`src/rtl/iq_sample_packet_framer_defines.svh`:
```
// Assertion macros shared by the I/Q packet framer RTL.
// Depends on nothing; the bodies are empty when SYNTHESIS is defined.
`ifndef IQ_SAMPLE_PACKET_FRAMER_DEFINES_SVH
`define IQ_SAMPLE_PACKET_FRAMER_DEFINES_SVH
`ifndef SYNTHESIS
// Same-cycle implication, reset masked.
`define IQF_ASSERT_IMPLIES(label, clk, rst, ante, cons) \
   label: assert property (@(posedge clk) disable iff (rst) (ante) |-> (cons)) \
      else $error("iqf: implication check failed");
// Next-cycle implication, reset masked.
`define IQF_ASSERT_NEXT(label, clk, rst, ante, cons) \
   label: assert property (@(posedge clk) disable iff (rst) (ante) |=> (cons)) \
      else $error("iqf: next-cycle check failed");
`else
`define IQF_ASSERT_IMPLIES(label, clk, rst, ante, cons)
`define IQF_ASSERT_NEXT(label, clk, rst, ante, cons)
`endif
`endif

```
`src/rtl/iqf_pkg.sv`:
```
// Shared types, constants and functions of the I/Q sample packet framer.
// Depends on nothing; every other RTL file but the assertion macro header imports it.
package iqf_pkg;

   localparam int SAMPLE_W         = 16;
   localparam int CNT_W            = 11;
   localparam int BYTE_W           = 8;
   localparam int SEQ_W            = 16;
   localparam int PACKET_PAIRS_MAX = 1024;
   localparam int QUEUE_DEPTH      = 2;

   // Header sync characters
   localparam logic [BYTE_W-1:0] SYNC_0 = 8'h44;   // 'D'
   localparam logic [BYTE_W-1:0] SYNC_1 = 8'h54;   // 'T'

   // Offset conversion: round((x + 1) * 32767) for Q1.15 x
   localparam logic [SAMPLE_W-1:0] SIGN_FLIP    = 16'h8000;
   localparam logic [SAMPLE_W-1:0] OFFSET_SCALE = 16'd32767;
   localparam logic [SAMPLE_W-1:0] OFFSET_ROUND = 16'd16384;

   localparam logic [SEQ_W-1:0] SEQ_STEP = 16'd2;

   // Byte positions inside one job; a job without header starts at IDX_I_HI
   localparam int IDX_W = 4;
   localparam logic [IDX_W-1:0] IDX_SYNC_0 = 4'd0;
   localparam logic [IDX_W-1:0] IDX_SYNC_1 = 4'd1;
   localparam logic [IDX_W-1:0] IDX_SEQ_LO = 4'd2;
   localparam logic [IDX_W-1:0] IDX_SEQ_HI = 4'd3;
   localparam logic [IDX_W-1:0] IDX_CNT_LO = 4'd4;
   localparam logic [IDX_W-1:0] IDX_CNT_HI = 4'd5;
   localparam logic [IDX_W-1:0] IDX_I_HI   = 4'd6;
   localparam logic [IDX_W-1:0] IDX_I_LO   = 4'd7;
   localparam logic [IDX_W-1:0] IDX_Q_HI   = 4'd8;
   localparam logic [IDX_W-1:0] IDX_Q_LO   = 4'd9;

   // One classified item handed from front to back
   typedef struct packed {
      logic                has_header;
      logic [SEQ_W-1:0]    seq;
      logic [CNT_W-1:0]    cnt;
      logic [SAMPLE_W-1:0] iv;
      logic [SAMPLE_W-1:0] qv;
      logic                eop;
   } job_type;

   function automatic logic [SAMPLE_W-1:0] to_offset16(input logic [SAMPLE_W-1:0] raw);
      logic [SAMPLE_W-1:0] biased;
      logic [31:0]         prod;
      biased = raw ^ SIGN_FLIP;
      prod   = 32'(biased) * 32'(OFFSET_SCALE) + 32'(OFFSET_ROUND);
      return prod[30:15];
   endfunction

   // Step by two; on overflow restart at 1 from an even value, 0 from an odd one
   function automatic logic [SEQ_W-1:0] seq_next(input logic [SEQ_W-1:0] seq);
      logic [SEQ_W:0] sum;
      sum = {1'b0, seq} + {1'b0, SEQ_STEP};
      if (sum[SEQ_W]) begin
         return {{(SEQ_W-1){1'b0}}, ~sum[0]};
      end
      return sum[SEQ_W-1:0];
   endfunction

endpackage

```
`src/rtl/iqf_if.sv`:
```
// Valid/ready channel interfaces of the I/Q sample packet framer.
// Depends on iqf_pkg for field widths.
interface iqf_req_if import iqf_pkg::*; ();
   logic                       valid;
   logic                       ready;
   logic signed [SAMPLE_W-1:0] sample_i;
   logic signed [SAMPLE_W-1:0] sample_q;
   logic                       first_of_packet;
   logic [CNT_W-1:0]           packet_samples;

   modport source (output valid, sample_i, sample_q, first_of_packet, packet_samples,
                   input ready);
   modport sink   (input valid, sample_i, sample_q, first_of_packet, packet_samples,
                   output ready);
endinterface

interface iqf_rsp_if import iqf_pkg::*; ();
   logic              valid;
   logic              ready;
   logic [BYTE_W-1:0] data_byte;
   logic              last_of_item;
   logic              end_of_packet;

   modport source (output valid, data_byte, last_of_item, end_of_packet, input ready);
   modport sink   (input valid, data_byte, last_of_item, end_of_packet, output ready);
endinterface

```
`src/rtl/iq_sample_packet_framer.sv`:
```
// I/Q sample packet framer. Each accepted sample transaction on req_ch becomes
// byte transactions on rsp_ch, one byte per cycle at most: a sample pair gives
// four bytes (I high, I low, Q high, Q low, each round((x+1)*32767) as unsigned
// 16 bits), and a transaction marked first_of_packet gives a six-byte header
// before them ('D', 'T', sequence number low/high, sample count low/high), so
// ten bytes. Bytes are paced by the byte-wide output register of the back end,
// which takes the next job as it emits the last byte of the current one.
// A sample that arrives with no packet open is accepted and dropped.
// The front end accepts one transaction per cycle while the two-entry job
// queue has room, so input and output stall independently. Each job passes
// the queue, the back end's job register and the output register to rsp_ch.
// Count zero is sent as one, counts above PacketPairsMax saturate, and a new
// packet start abandons any open packet without an end_of_packet mark.
// Depends on iqf_pkg, iqf_if and the front, queue and back modules.
module iq_sample_packet_framer import iqf_pkg::*; #(
   parameter int PacketPairsMax = PACKET_PAIRS_MAX
) (
   input  logic      clock,
   input  logic      reset,
   iqf_req_if.sink   req_ch,
   iqf_rsp_if.source rsp_ch
);

   // Classified jobs from the front end into the queue
   logic    push_valid;
   logic    push_ready;
   job_type push_job;

   // Jobs from the queue into the byte serializer
   logic    pop_valid;
   logic    pop_ready;
   job_type pop_job;

   // Accept, track sequence number and open packet, convert samples
   iqf_front #(
      .PacketPairsMax (PacketPairsMax)
   ) u_front (
      .clock      (clock),
      .reset      (reset),
      .req        (req_ch),
      .push_valid (push_valid),
      .push_job   (push_job),
      .push_ready (push_ready)
   );

   // Decouple acceptance from byte output
   iqf_queue u_queue (
      .clock      (clock),
      .reset      (reset),
      .push_valid (push_valid),
      .push_job   (push_job),
      .push_ready (push_ready),
      .pop_valid  (pop_valid),
      .pop_job    (pop_job),
      .pop_ready  (pop_ready)
   );

   // Serialize header and sample bytes, one per cycle unless rsp_ch stalls
   iqf_back u_back (
      .clock     (clock),
      .reset     (reset),
      .pop_valid (pop_valid),
      .pop_job   (pop_job),
      .pop_ready (pop_ready),
      .rsp       (rsp_ch)
   );

endmodule

```
`src/rtl/iqf_front.sv`:
```
// Front end: accepts sample transactions, tracks packet state, builds jobs.
// Depends on iqf_pkg and iqf_req_if.
module iqf_front import iqf_pkg::*; #(
   parameter int PacketPairsMax = PACKET_PAIRS_MAX
) (
   input  logic       clock,
   input  logic       reset,
   iqf_req_if.sink    req,
   output logic       push_valid,
   output job_type    push_job,
   input  logic       push_ready
);

   logic [SEQ_W-1:0] seq_ff, seq_in;
   logic [CNT_W-1:0] remaining_ff, remaining_in;
   logic [CNT_W-1:0] cnt_adj;
   logic [CNT_W-1:0] rem_now;
   logic             accept;
   logic             open;

   assign req.ready = push_ready;
   assign accept    = req.valid && push_ready;

   always_comb begin
      cnt_adj = req.packet_samples;
      if (req.packet_samples == '0) begin
         cnt_adj = CNT_W'(1);
      end else if (32'(req.packet_samples) > 32'(PacketPairsMax)) begin
         cnt_adj = CNT_W'(PacketPairsMax);
      end

      rem_now = req.first_of_packet ? cnt_adj : remaining_ff;
      open    = req.first_of_packet || (remaining_ff != '0);

      push_valid          = accept && open;
      push_job.has_header = req.first_of_packet;
      push_job.seq        = seq_ff;
      push_job.cnt        = cnt_adj;
      push_job.iv         = to_offset16(req.sample_i);
      push_job.qv         = to_offset16(req.sample_q);
      push_job.eop        = (rem_now == CNT_W'(1));

      seq_in       = seq_ff;
      remaining_in = remaining_ff;
      if (accept) begin
         if (req.first_of_packet) begin
            seq_in = seq_next(seq_ff);
         end
         if (open) begin
            remaining_in = rem_now - CNT_W'(1);
         end
      end
   end

   always_ff @(posedge clock) begin
      if (reset) begin
         seq_ff       <= '0;
         remaining_ff <= '0;
      end else begin
         seq_ff       <= seq_in;
         remaining_ff <= remaining_in;
      end
   end

endmodule

```
`src/rtl/iqf_queue.sv`:
```
// Short job queue between front and back; lets each side stall alone.
// Depends on iqf_pkg.
module iqf_queue import iqf_pkg::*; (
   input  logic    clock,
   input  logic    reset,
   input  logic    push_valid,
   input  job_type push_job,
   output logic    push_ready,
   output logic    pop_valid,
   output job_type pop_job,
   input  logic    pop_ready
);

   localparam int PtrW = (QUEUE_DEPTH > 1) ? $clog2(QUEUE_DEPTH) : 1;
   localparam int CntW = $clog2(QUEUE_DEPTH + 1);
   localparam logic [PtrW-1:0] LastPtr = PtrW'(QUEUE_DEPTH - 1);

   job_type         entry_ff [QUEUE_DEPTH];
   logic [PtrW-1:0] wr_ptr_ff, wr_ptr_in;
   logic [PtrW-1:0] rd_ptr_ff, rd_ptr_in;
   logic [CntW-1:0] count_ff, count_in;
   logic            do_push, do_pop;

   assign push_ready = (count_ff != CntW'(QUEUE_DEPTH));
   assign pop_valid  = (count_ff != '0);
   assign pop_job    = entry_ff[rd_ptr_ff];
   assign do_push    = push_valid && push_ready;
   assign do_pop     = pop_valid && pop_ready;

   always_comb begin
      wr_ptr_in = wr_ptr_ff;
      rd_ptr_in = rd_ptr_ff;
      count_in  = count_ff;
      if (do_push) begin
         wr_ptr_in = (wr_ptr_ff == LastPtr) ? '0 : wr_ptr_ff + PtrW'(1);
      end
      if (do_pop) begin
         rd_ptr_in = (rd_ptr_ff == LastPtr) ? '0 : rd_ptr_ff + PtrW'(1);
      end
      if (do_push && !do_pop) begin
         count_in = count_ff + CntW'(1);
      end else if (do_pop && !do_push) begin
         count_in = count_ff - CntW'(1);
      end
   end

   always_ff @(posedge clock) begin
      if (reset) begin
         wr_ptr_ff <= '0;
         rd_ptr_ff <= '0;
         count_ff  <= '0;
      end else begin
         wr_ptr_ff <= wr_ptr_in;
         rd_ptr_ff <= rd_ptr_in;
         count_ff  <= count_in;
      end
   end

   always_ff @(posedge clock) begin
      if (do_push) begin
         entry_ff[wr_ptr_ff] <= push_job;
      end
   end

endmodule

```
`src/rtl/iqf_back.sv`:
```
// Back end: serializes each job into bytes through an output register.
// Depends on iqf_pkg, iqf_rsp_if and the assertion macro header.
`include "iq_sample_packet_framer_defines.svh"
module iqf_back import iqf_pkg::*; (
   input  logic       clock,
   input  logic       reset,
   input  logic       pop_valid,
   input  job_type    pop_job,
   output logic       pop_ready,
   iqf_rsp_if.source  rsp
);

   job_type          cur_ff, cur_in;
   logic [IDX_W-1:0] idx_ff, idx_in;
   logic             busy_ff, busy_in;
   logic             out_valid_ff, out_valid_in;
   logic [BYTE_W-1:0] out_byte_ff, out_byte_in;
   logic             out_last_ff, out_last_in;
   logic             out_eop_ff, out_eop_in;
   logic             emit, at_end;

   assign emit      = busy_ff && (!out_valid_ff || rsp.ready);
   assign at_end    = (idx_ff == IDX_Q_LO);
   assign pop_ready = !busy_ff || (emit && at_end);

   assign rsp.valid         = out_valid_ff;
   assign rsp.data_byte     = out_byte_ff;
   assign rsp.last_of_item  = out_last_ff;
   assign rsp.end_of_packet = out_eop_ff;

   always_comb begin
      case (idx_ff)
         IDX_SYNC_0: out_byte_in = SYNC_0;
         IDX_SYNC_1: out_byte_in = SYNC_1;
         IDX_SEQ_LO: out_byte_in = cur_ff.seq[7:0];
         IDX_SEQ_HI: out_byte_in = cur_ff.seq[15:8];
         IDX_CNT_LO: out_byte_in = cur_ff.cnt[7:0];
         IDX_CNT_HI: out_byte_in = BYTE_W'(cur_ff.cnt[CNT_W-1:8]);
         IDX_I_HI:   out_byte_in = cur_ff.iv[15:8];
         IDX_I_LO:   out_byte_in = cur_ff.iv[7:0];
         IDX_Q_HI:   out_byte_in = cur_ff.qv[15:8];
         IDX_Q_LO:   out_byte_in = cur_ff.qv[7:0];
         default:    out_byte_in = '0;
      endcase
      out_last_in = at_end;
      out_eop_in  = at_end && cur_ff.eop;

      out_valid_in = out_valid_ff;
      if (emit) begin
         out_valid_in = 1'b1;
      end else if (rsp.ready) begin
         out_valid_in = 1'b0;
      end

      cur_in  = cur_ff;
      idx_in  = idx_ff;
      busy_in = busy_ff;
      if (pop_valid && pop_ready) begin
         cur_in  = pop_job;
         idx_in  = pop_job.has_header ? IDX_SYNC_0 : IDX_I_HI;
         busy_in = 1'b1;
      end else if (emit && at_end) begin
         busy_in = 1'b0;
      end else if (emit) begin
         idx_in = idx_ff + IDX_W'(1);
      end
   end

   always_ff @(posedge clock) begin
      if (reset) begin
         busy_ff      <= 1'b0;
         idx_ff       <= IDX_SYNC_0;
         out_valid_ff <= 1'b0;
      end else begin
         busy_ff      <= busy_in;
         idx_ff       <= idx_in;
         out_valid_ff <= out_valid_in;
      end
   end

   always_ff @(posedge clock) begin
      cur_ff <= cur_in;
      if (emit) begin
         out_byte_ff <= out_byte_in;
         out_last_ff <= out_last_in;
         out_eop_ff  <= out_eop_in;
      end
   end

   `IQF_ASSERT_IMPLIES(a_eop_is_last, clock, reset, rsp.valid && rsp.end_of_packet, rsp.last_of_item)
   `IQF_ASSERT_IMPLIES(a_header_pos, clock, reset, busy_ff && (idx_ff < IDX_I_HI), cur_ff.has_header)
   `IQF_ASSERT_IMPLIES(a_idx_range, clock, reset, busy_ff, idx_ff <= IDX_Q_LO)
   `IQF_ASSERT_NEXT(a_emit_shows, clock, reset, emit, rsp.valid)

endmodule

```
`src/flat_wrapper.sv`:
```
// flat-port wrapper written by rule: the top's interface ports become plain ports
module iq_sample_packet_framer_flat import iqf_pkg::*;
#(
   parameter int PacketPairsMax = PACKET_PAIRS_MAX
)
  (clock, reset, req_ch_valid, req_ch_sample_i, req_ch_sample_q, req_ch_first_of_packet, req_ch_packet_samples, req_ch_ready, rsp_ch_valid, rsp_ch_data_byte, rsp_ch_last_of_item, rsp_ch_end_of_packet, rsp_ch_ready);
  iqf_req_if req_ch_i ();
  iqf_rsp_if rsp_ch_i ();
  input  logic clock;
  input  logic reset;
  input wire logic [$bits(req_ch_i.valid)-1:0] req_ch_valid;
  input wire logic [$bits(req_ch_i.sample_i)-1:0] req_ch_sample_i;
  input wire logic [$bits(req_ch_i.sample_q)-1:0] req_ch_sample_q;
  input wire logic [$bits(req_ch_i.first_of_packet)-1:0] req_ch_first_of_packet;
  input wire logic [$bits(req_ch_i.packet_samples)-1:0] req_ch_packet_samples;
  output wire logic [$bits(req_ch_i.ready)-1:0] req_ch_ready;
  output wire logic [$bits(rsp_ch_i.valid)-1:0] rsp_ch_valid;
  output wire logic [$bits(rsp_ch_i.data_byte)-1:0] rsp_ch_data_byte;
  output wire logic [$bits(rsp_ch_i.last_of_item)-1:0] rsp_ch_last_of_item;
  output wire logic [$bits(rsp_ch_i.end_of_packet)-1:0] rsp_ch_end_of_packet;
  input wire logic [$bits(rsp_ch_i.ready)-1:0] rsp_ch_ready;
  assign req_ch_i.valid = req_ch_valid;
  assign req_ch_i.sample_i = req_ch_sample_i;
  assign req_ch_i.sample_q = req_ch_sample_q;
  assign req_ch_i.first_of_packet = req_ch_first_of_packet;
  assign req_ch_i.packet_samples = req_ch_packet_samples;
  assign req_ch_ready = req_ch_i.ready;
  assign rsp_ch_valid = rsp_ch_i.valid;
  assign rsp_ch_data_byte = rsp_ch_i.data_byte;
  assign rsp_ch_last_of_item = rsp_ch_i.last_of_item;
  assign rsp_ch_end_of_packet = rsp_ch_i.end_of_packet;
  assign rsp_ch_i.ready = rsp_ch_ready;
  iq_sample_packet_framer #(.PacketPairsMax(PacketPairsMax)) u_core (.clock(clock), .reset(reset), .req_ch(req_ch_i), .rsp_ch(rsp_ch_i));
endmodule
```
`config.mk`:
```
export PLATFORM = sky130hd
export DESIGN_NAME = iq_sample_packet_framer_flat
export DESIGN_NICKNAME = d
export VERILOG_FILES = /design/src/rtl/iqf_pkg.sv /design/src/rtl/iqf_if.sv /design/src/rtl/iq_sample_packet_framer.sv /design/src/rtl/iqf_front.sv /design/src/rtl/iqf_queue.sv /design/src/rtl/iqf_back.sv /design/src/flat_wrapper.sv
export VERILOG_INCLUDE_DIRS = /design/src /design/src/rtl
export SDC_FILE = /design/constraint.sdc
export NUM_CORES = 1
export LEC_CHECK = 0
export BUFFER_PORTS_ARGS = -buffer_cell sky130_fd_sc_hd__buf_2
export CORE_ASPECT_RATIO = 1.4
export CORE_MARGIN = 8
export CORE_UTILIZATION = 65
export DETAILED_ROUTE_END_ITERATION = 8
export PLACE_DENSITY = 0.83
export SLEW_MARGIN = 20
export SYNTH_ARGS = -nofsm -noshare
export SYNTH_HDL_FRONTEND = slang
export SYNTH_SLANG_ARGS = --single-unit
```
`constraint.sdc`:
```
create_clock -name clock -period 15.2 [get_ports clock]
set_clock_uncertainty 0.05 [all_clocks]
set_input_delay 3.04 -clock clock [delete_from_list [all_inputs] [get_ports clock]]
set_output_delay 3.04 -clock clock [all_outputs]
set_load 0.05 [all_outputs]
```
==> results of run 1 <==
-- stage by stage --
step / hold WS [ps] / setup WS, ps / instances
2_1_floorplan: 395.3 / 6609 / 1574
3_3_place_gp: 406.2 / 6055 / 1984
3_5_place_dp: 422.6 / 5973 / 1984
4_1_cts: 439.2 / 6484 / 2020
5_1_grt: 476.8 / 6050 / 2020
6_report: 442.6 / 6432 / 2020
-- cells in the mapped netlist, types with 4 or more instances --
cell	n	area [µm²]
dfxtp_1	38	760.7
nand2_1	46	172.7
nand3_1	20	100.1
a21o_1	29	217.7
o2111ai_1	5	43.79
or3_1	4	25.02
or2_2	4	25.02
a211oi_1	7	52.55
a41oi_1	4	35.03
xnor2_1	52	455.4
nor2_1	60	225.2
o21a_1	9	67.56
a32oi_1	5	43.79
and4_1	4	35.03
and3_1	10	62.56
nor2b_1	28	175.2
nor3_1	13	65.06
mux2_2	63	709.4
mux2i_1	12	120.1
xor2_1	35	306.5
nor4_1	4	25.02
ha_1	223	2790
a31oi_1	17	106.4
nand4_1	7	43.79
o211ai_1	6	45.04
inv_1	283	1062
edfxtp_1	192	5766
fa_1	199	3984
a22oi_1	4	30.03
a211o_1	6	52.55
clkbuf_1	25	93.84
o21ai_0	46	230.2
o21bai_1	8	60.06
and2_1	7	43.79
nand2b_1	10	62.56
a21oi_1	41	205.2
a221oi_1	8	70.07
-- cell type report --
type | instances | share of cell area
tap | 375 | 0.02339
timing repair buffer | 63 | 0.01622
sequential | 230 | 0.3254
inverter | 286 | 0.05351
clock inverter | 14 | 0.006237
clock buffer | 22 | 0.02638
multi-input combinational | 1030 | 0.5489
-- worst min-delay path by stage --
stage,depth (start not counted),end,slack [ps]
2_1_floorplan,0,u_core.u_queue.entry_ff[0][44]$_DFFE_PP_,400
3_5_place_dp,0,u_core.u_queue.entry_ff[0][44]$_DFFE_PP_,420
4_1_cts,0,u_core.u_queue.entry_ff[1][44]$_DFFE_PP_,440
3_3_place_gp,0,u_core.u_queue.entry_ff[1][44]$_DFFE_PP_,410
5_1_grt,0,u_core.u_queue.entry_ff[1][44]$_DFFE_PP_,480
6_report,0,u_core.u_queue.entry_ff[1][44]$_DFFE_PP_,440
-- flip-flops by register name, indices dropped and copies added (netlist names), 2 cells and up, named ones only --
signal,cells
u_core.u_front.seq_ff,16
u_core.u_back.idx_ff,4
u_core.u_back.cur_ff,60
u_core.u_queue.entry_ff,122
u_core.u_queue.count_ff,2
u_core.u_front.remaining_ff,11
u_core.u_back.rsp.data_byte,8
-- per-layer routing --
metal / up-vias / part of all wire
met5: - / 0
met4: 0 / 0.034
met3: 80 / 0.035
met2: 299 / 0.53
met1: 5781 / 0.40
li1: 5493 / -
-- cells by family (layout without fill, tap and decap cells) --
| group | count (synthesis) | count (layout) | synth area share |
|---|---|---|---|
| flops | 230 | 230 | 0.3488 |
| simple gates | 226 | 226 | 0.06073 |
| fa+ha+maj | 422 | 422 | 0.3621 |
| buf+inv | 314 | 385 | 0.06307 |
| mux | 75 | 75 | 0.04434 |
| compound gates | 220 | 220 | 0.08019 |
| xor+xnor | 87 | 87 | 0.04073 |
-- critical path, cell delays in order --
cell	delay [ps]
buf_2	100
inv_1	130
fa_1	570
xor2_1	210
ha_1	200
o21bai_1	250
xor2_1	190
ha_1	330
fa_1	460
fa_1	500
inv_1	50
fa_1	480
inv_1	50
ha_1	390
nand3_1	130
or2_2	320
nor4_1	590
a211oi_2	180
o21ai_0	340
nand2_1	140
o311ai_1	340
==> run metrics, run 1 <==
Highest Clock Rate 114.1 MHz; DRC viols 0; total die area 34,540 µm²; first-pass GRT wire length 64,130 µm; status completed; HP Class flop to flop; Arrival @ worst endpoint roughly 9000 ps; PortBufs 59; TritonCTS Buffers 20; relative slew slack 0.2833; Least-Margin Pin Slew 1073 ps; Fill cells about 2,000; r2r startpoint u_core.u_front.remaining_ff[0]$_SDFFE_PP0P_; synth unique cells 66; PostCTS Resize Cnt 0; hold path start u_core.u_front.seq_ff[0]$_SDFFE_PP0P_; Vias between 10,000 and 15,000; met1 layer usage reported by global route 0.2691; starting density of the core 0.6586; GRT busiest layer met2; clock transition at the registers of the reported paths 70 ps; Max Root-Sink Buffers 3; number of max-cap violations 0; post-route core utilization 0.7062; clock latency on the worst-skew pair between 400 and 500 ps; Reg2Reg Depth 6; Worst Path Required ~15,000 ps; FFs w/ async S/R, synth 0; total number of H-tree levels 1; pin count of the biggest net entering global routing a little over 60; synthesized area per cell 11.89 µm²; met3 Resource Use GR 0.02229; Post-CTS Setup Bufs 0; syn nets 2,044; clk sink count 230; Setup TNS 0 ps; Die Span Y 216.7 µm; Crit. Startpoint req_ch_sample_q[4]; RSZ-0062 raised after global routing false; antenna violations before repair 0; Initial DRT Pass Iterations 7; growth of design area from synthesis to finish 7.230%; Slew Limit Fails 0; Avg WL per Cell slightly below 20 µm; Core Rows 73; mapped cell area 18,710 µm²; initial DRC count 668; number of synthesized flops with an enable pin 192; crit end category flop; number of setup violations in the final report 0; Placed Area 19,410 µm²; # IOs 60; gpl congestion 0.9532; critical path capture point u_core.u_queue.entry_ff[1][16]$_DFFE_PP_; fin crit share 0.5768; Ant. Diodes 0; GRT overflow 0; CTS Root Cell clkbuf_16; vias per std cell 5.769; commonest non-fill, non-tap cells in the layout 282 x inv_1, 223 x ha_1, 199 x fa_1, 192 x edfxtp_1, 63 x mux2_2; Main synth FF type edfxtp_1; CP max FO 7; Seq/Total Area, Yosys 0.3488; Min Clock Period, post-route 8768 ps; hold_buf cts 0; total core area 28,410 µm²; CTS tree done; most common cell after layout, fill and taps aside inv_1; fin area between 20,000 and 25,000 µm²; kind of critical path input port to flop; Hold Vio Cnt, Final 0; HPWL after detailed placement 31,560 µm; area of the multi-input gates roughly 11,000 µm²; Worst setup SP type input port; share of layout cells above drive strength 1 0.1040; Seq cells post-synth 230; flip-flop and latch area between 6000 and 7000 µm²; number of global-route vias before repair 12,840; Routed Wire Length slightly below 40,000 µm; Post-Syn Instances roughly 1,600; worst reg2reg endpoint u_core.u_queue.entry_ff[1][4]$_DFFE_PP_; DRT antenna net count 0; grt met2 use 0.4298; Die Width 159.4 µm; total track usage 0.2294; Nets 2,101; Synth Warn # 0; FF-to-FF setup slack 11,890 ps
Power of run 1 is not shown: default switching activity piles up to over one toggle a cycle in this logic, so the estimate is an artifact.
==> inputs of run 2 (changes only) <==
--- a/config.mk
+++ b/config.mk
@@ -9,9 +9,9 @@
 export BUFFER_PORTS_ARGS = -buffer_cell sky130_fd_sc_hd__buf_2
 export CORE_ASPECT_RATIO = 1.4
 export CORE_MARGIN = 8
-export CORE_UTILIZATION = 65
+export CORE_UTILIZATION = 64
 export DETAILED_ROUTE_END_ITERATION = 8
-export PLACE_DENSITY = 0.83
+export PLACE_DENSITY = 0.82
 export SLEW_MARGIN = 20
 export SYNTH_ARGS = -nofsm -noshare
 export SYNTH_HDL_FRONTEND = slang
==> constraint.sdc (replaced) <==
create_clock -name clock -period 8.55 [get_ports clock]
set_clock_uncertainty 0.05 [all_clocks]
set_input_delay 1.71 -clock clock [delete_from_list [all_inputs] [get_ports clock]]
set_output_delay 1.71 -clock clock [all_outputs]
set_load 0.05 [all_outputs]
==> run metrics, run 2 (synthesized netlist as in run 1, its figures left out) <==
status completed; Routed Wire Length 39,680 µm (+1.2%); DRT antenna net count 0 (unchanged); PostCTS Resize Cnt 0 (unchanged); Most flops, register u_core.u_queue.entry_ff; share of layout cells above drive strength 1 0.1039 (about the same); Vias 11,720 (+0.60%); Die Width 160.5 µm (+0.70%); pin count of the biggest net entering global routing 62 (unchanged); first-pass GRT wire length 65,020 µm (+1.4%); commonest non-fill, non-tap cells in the layout 282 x inv_1, 223 x ha_1, 199 x fa_1, 192 x edfxtp_1, 63 x mux2_2; CP max-delay cell fa_1; r2r startpoint u_core.u_back.idx_ff[2]$_SDFFE_PP0P_; Hold Path Sink u_core.u_back.rsp.valid$_SDFFE_PP0P_; vias per std cell 5.786 (+0.30%); crit end category flop; Least-Margin Pin Slew 1091 ps (+18.18 ps); total die area 35,040 µm² (+1.4%); Crit path top cell by count fa_1; Slew Limit Fails 0 (unchanged); Die Span Y 218.3 µm (+0.72%); fin crit share 0.8598; Post-CTS Setup Bufs 0 (unchanged); FF-to-FF setup slack 5090 ps (-6800 ps); kind of critical path input port to flop; most common cell after layout, fill and taps aside inv_1; total track usage 0.2309 (+0.001476); HPWL after detailed placement 31,800 µm (+0.75%); WL met1 15,710 µm (-0.88%); clock latency on the worst-skew pair 480 ps (about the same); WL met2 21,080 µm (+2.1%); worst reg2reg endpoint u_core.u_queue.rd_ptr_ff$_SDFFE_PP0P_; number of max-cap violations 0 (unchanged); relative slew slack 0.2712 (-0.01215); GRT overflow 0 (unchanged); CP max FO 7 (unchanged); hold_buf cts 0 (unchanged); worst path cell trace buf_2 -> inv_1 -> fa_1 -> xor2_1 -> ha_1 -> o21bai_1 -> xor2_1 -> ha_1 -> fa_1 -> fa_1 -> inv_1 -> fa_1 -> inv_1 -> ha_1 -> nand3_1 -> or2_2 -> nor4_1 -> a211oi_2 -> o21ai_0 -> nand2_1 -> o311ai_1; Core Rows 74 (+1.4%); initial DRC count 720 (+7.8%); Ant. Diodes 0 (unchanged); # IOs 60 (unchanged); Nets 2,102 (+0.048%); PortBufs 59 (unchanged); Fill cells 2,030 (-0.049%); clock transition at the registers of the reported paths 70 ps (about the same); Initial DRT Pass Iterations 5 (-2); Avg WL per Cell 19.58 µm (+0.89%); clk sink count 230 (unchanged); CTS Root Cell clkbuf_16; CTS tree done; RSZ-0062 raised after global routing false; gpl congestion 0.9773 (+2.5%); Max Root-Sink Buffers 3 (unchanged); Worst setup SP type input port; Arrival @ worst endpoint 7570 ps (-1430 ps); crit path buf inv count 4 (unchanged); total number of H-tree levels 1 (unchanged); cell family with most CP delay adder cells; HP Class flop to flop; TritonCTS Buffers 20 (unchanged); total core area 28,980 µm² (+2.0%); largest stage delay on the critical path 560 ps (-30 ps); max FFs per register 122 (unchanged); hold path start u_core.u_back.busy_ff$_SDFFE_PP0P_; Worst Path Required 8770 ps (-6660 ps); DRC viols 0 (unchanged); growth of design area from synthesis to finish 7.711%; antenna violations before repair 0 (unchanged); fin area 20,150 µm² (+0.45%); Placed Area 19,420 µm² (about the same); post-route core utilization 0.6953 (-0.01089); starting density of the core 0.6455 (-0.01305); worst hold path depth 2 (+2); Highest Clock Rate 136.0 MHz; number of global-route vias before repair 12,840 (unchanged); Reg2Reg Depth 8 (+2); number of setup violations in the final report 0 (unchanged); Min Clock Period, post-route about 7400 ps; biggest regs u_core.u_queue.entry_ff x122, u_core.u_back.cur_ff x60, u_core.u_front.seq_ff x16; WHS 447.1 ps (+4.544 ps); met3 routed WL 1430 µm (+4.2%); Setup TNS 0 ps (unchanged); Hold Vio Cnt, Final 0 (unchanged); Top Layer Used met4
-- run 2: final cells by class --
| cell class | count | area, µm² | area share |
|---|---|---|---|
| clock inverters | 10 | 156.4 | 0.007762 |
| repair buffers | 64 | 332.8 | 0.01652 |
| multi-input cells | 1030 | 11010 | 0.5464 |
| well taps | 380 | 475.5 | 0.02360 |
| inverters | 286 | 1074 | 0.05328 |
| clock buffers | 26 | 574.3 | 0.02850 |
| flip-flops and latches | 230 | 6528 | 0.3239 |
-- run 2: worst max-delay path by stage --
| stage | start | to | slack (ps) | depth (start not counted) |
|---|---|---|---|---|
| finish | req_ch_sample_q[5] | u_core.u_queue.entry_ff[1][16]$_DFFE_PP_ | 1200 | 21 |
| detailed placement | req_ch_sample_q[11] | u_core.u_queue.entry_ff[0][16]$_DFFE_PP_ | 670 | 19 |
| floorplan | req_ch_sample_q[8] | u_core.u_queue.entry_ff[0][10]$_DFFE_PP_ | 1290 | 20 |
| global placement | req_ch_sample_q[11] | u_core.u_queue.entry_ff[0][16]$_DFFE_PP_ | 840 | 19 |
| CTS | req_ch_sample_q[5] | u_core.u_queue.entry_ff[1][16]$_DFFE_PP_ | 1170 | 21 |
| global route | req_ch_sample_q[7] | u_core.u_queue.entry_ff[0][16]$_DFFE_PP_ | 870 | 21 |
-- run 2: through the flow --
stage | std cells | setup slack (ps)
after floorplan | 1574 | 1289
after global placement | 1990 | 835.6
after detailed placement | 1990 | 671.8
after CTS | 2026 | 1174
after global routing | 2026 | 865.2
final | 2026 | 1198
-- run 2: metal layers --
layer / track usage / vias to the layer above
li1: - / 5500
met1: 0.2729 / 5790
met2: 0.4298 / 341
met3: 0.01751 / 92
met4: 0.08963 / 0
met5: 0 / -
-- run 2: worst min-delay path, cell delays in order (launching register included) --
cell and delay (ps):
dfxtp_1 340, nor2_1 50, nor2_1 70
Power of run 2 is left out for the same reason.
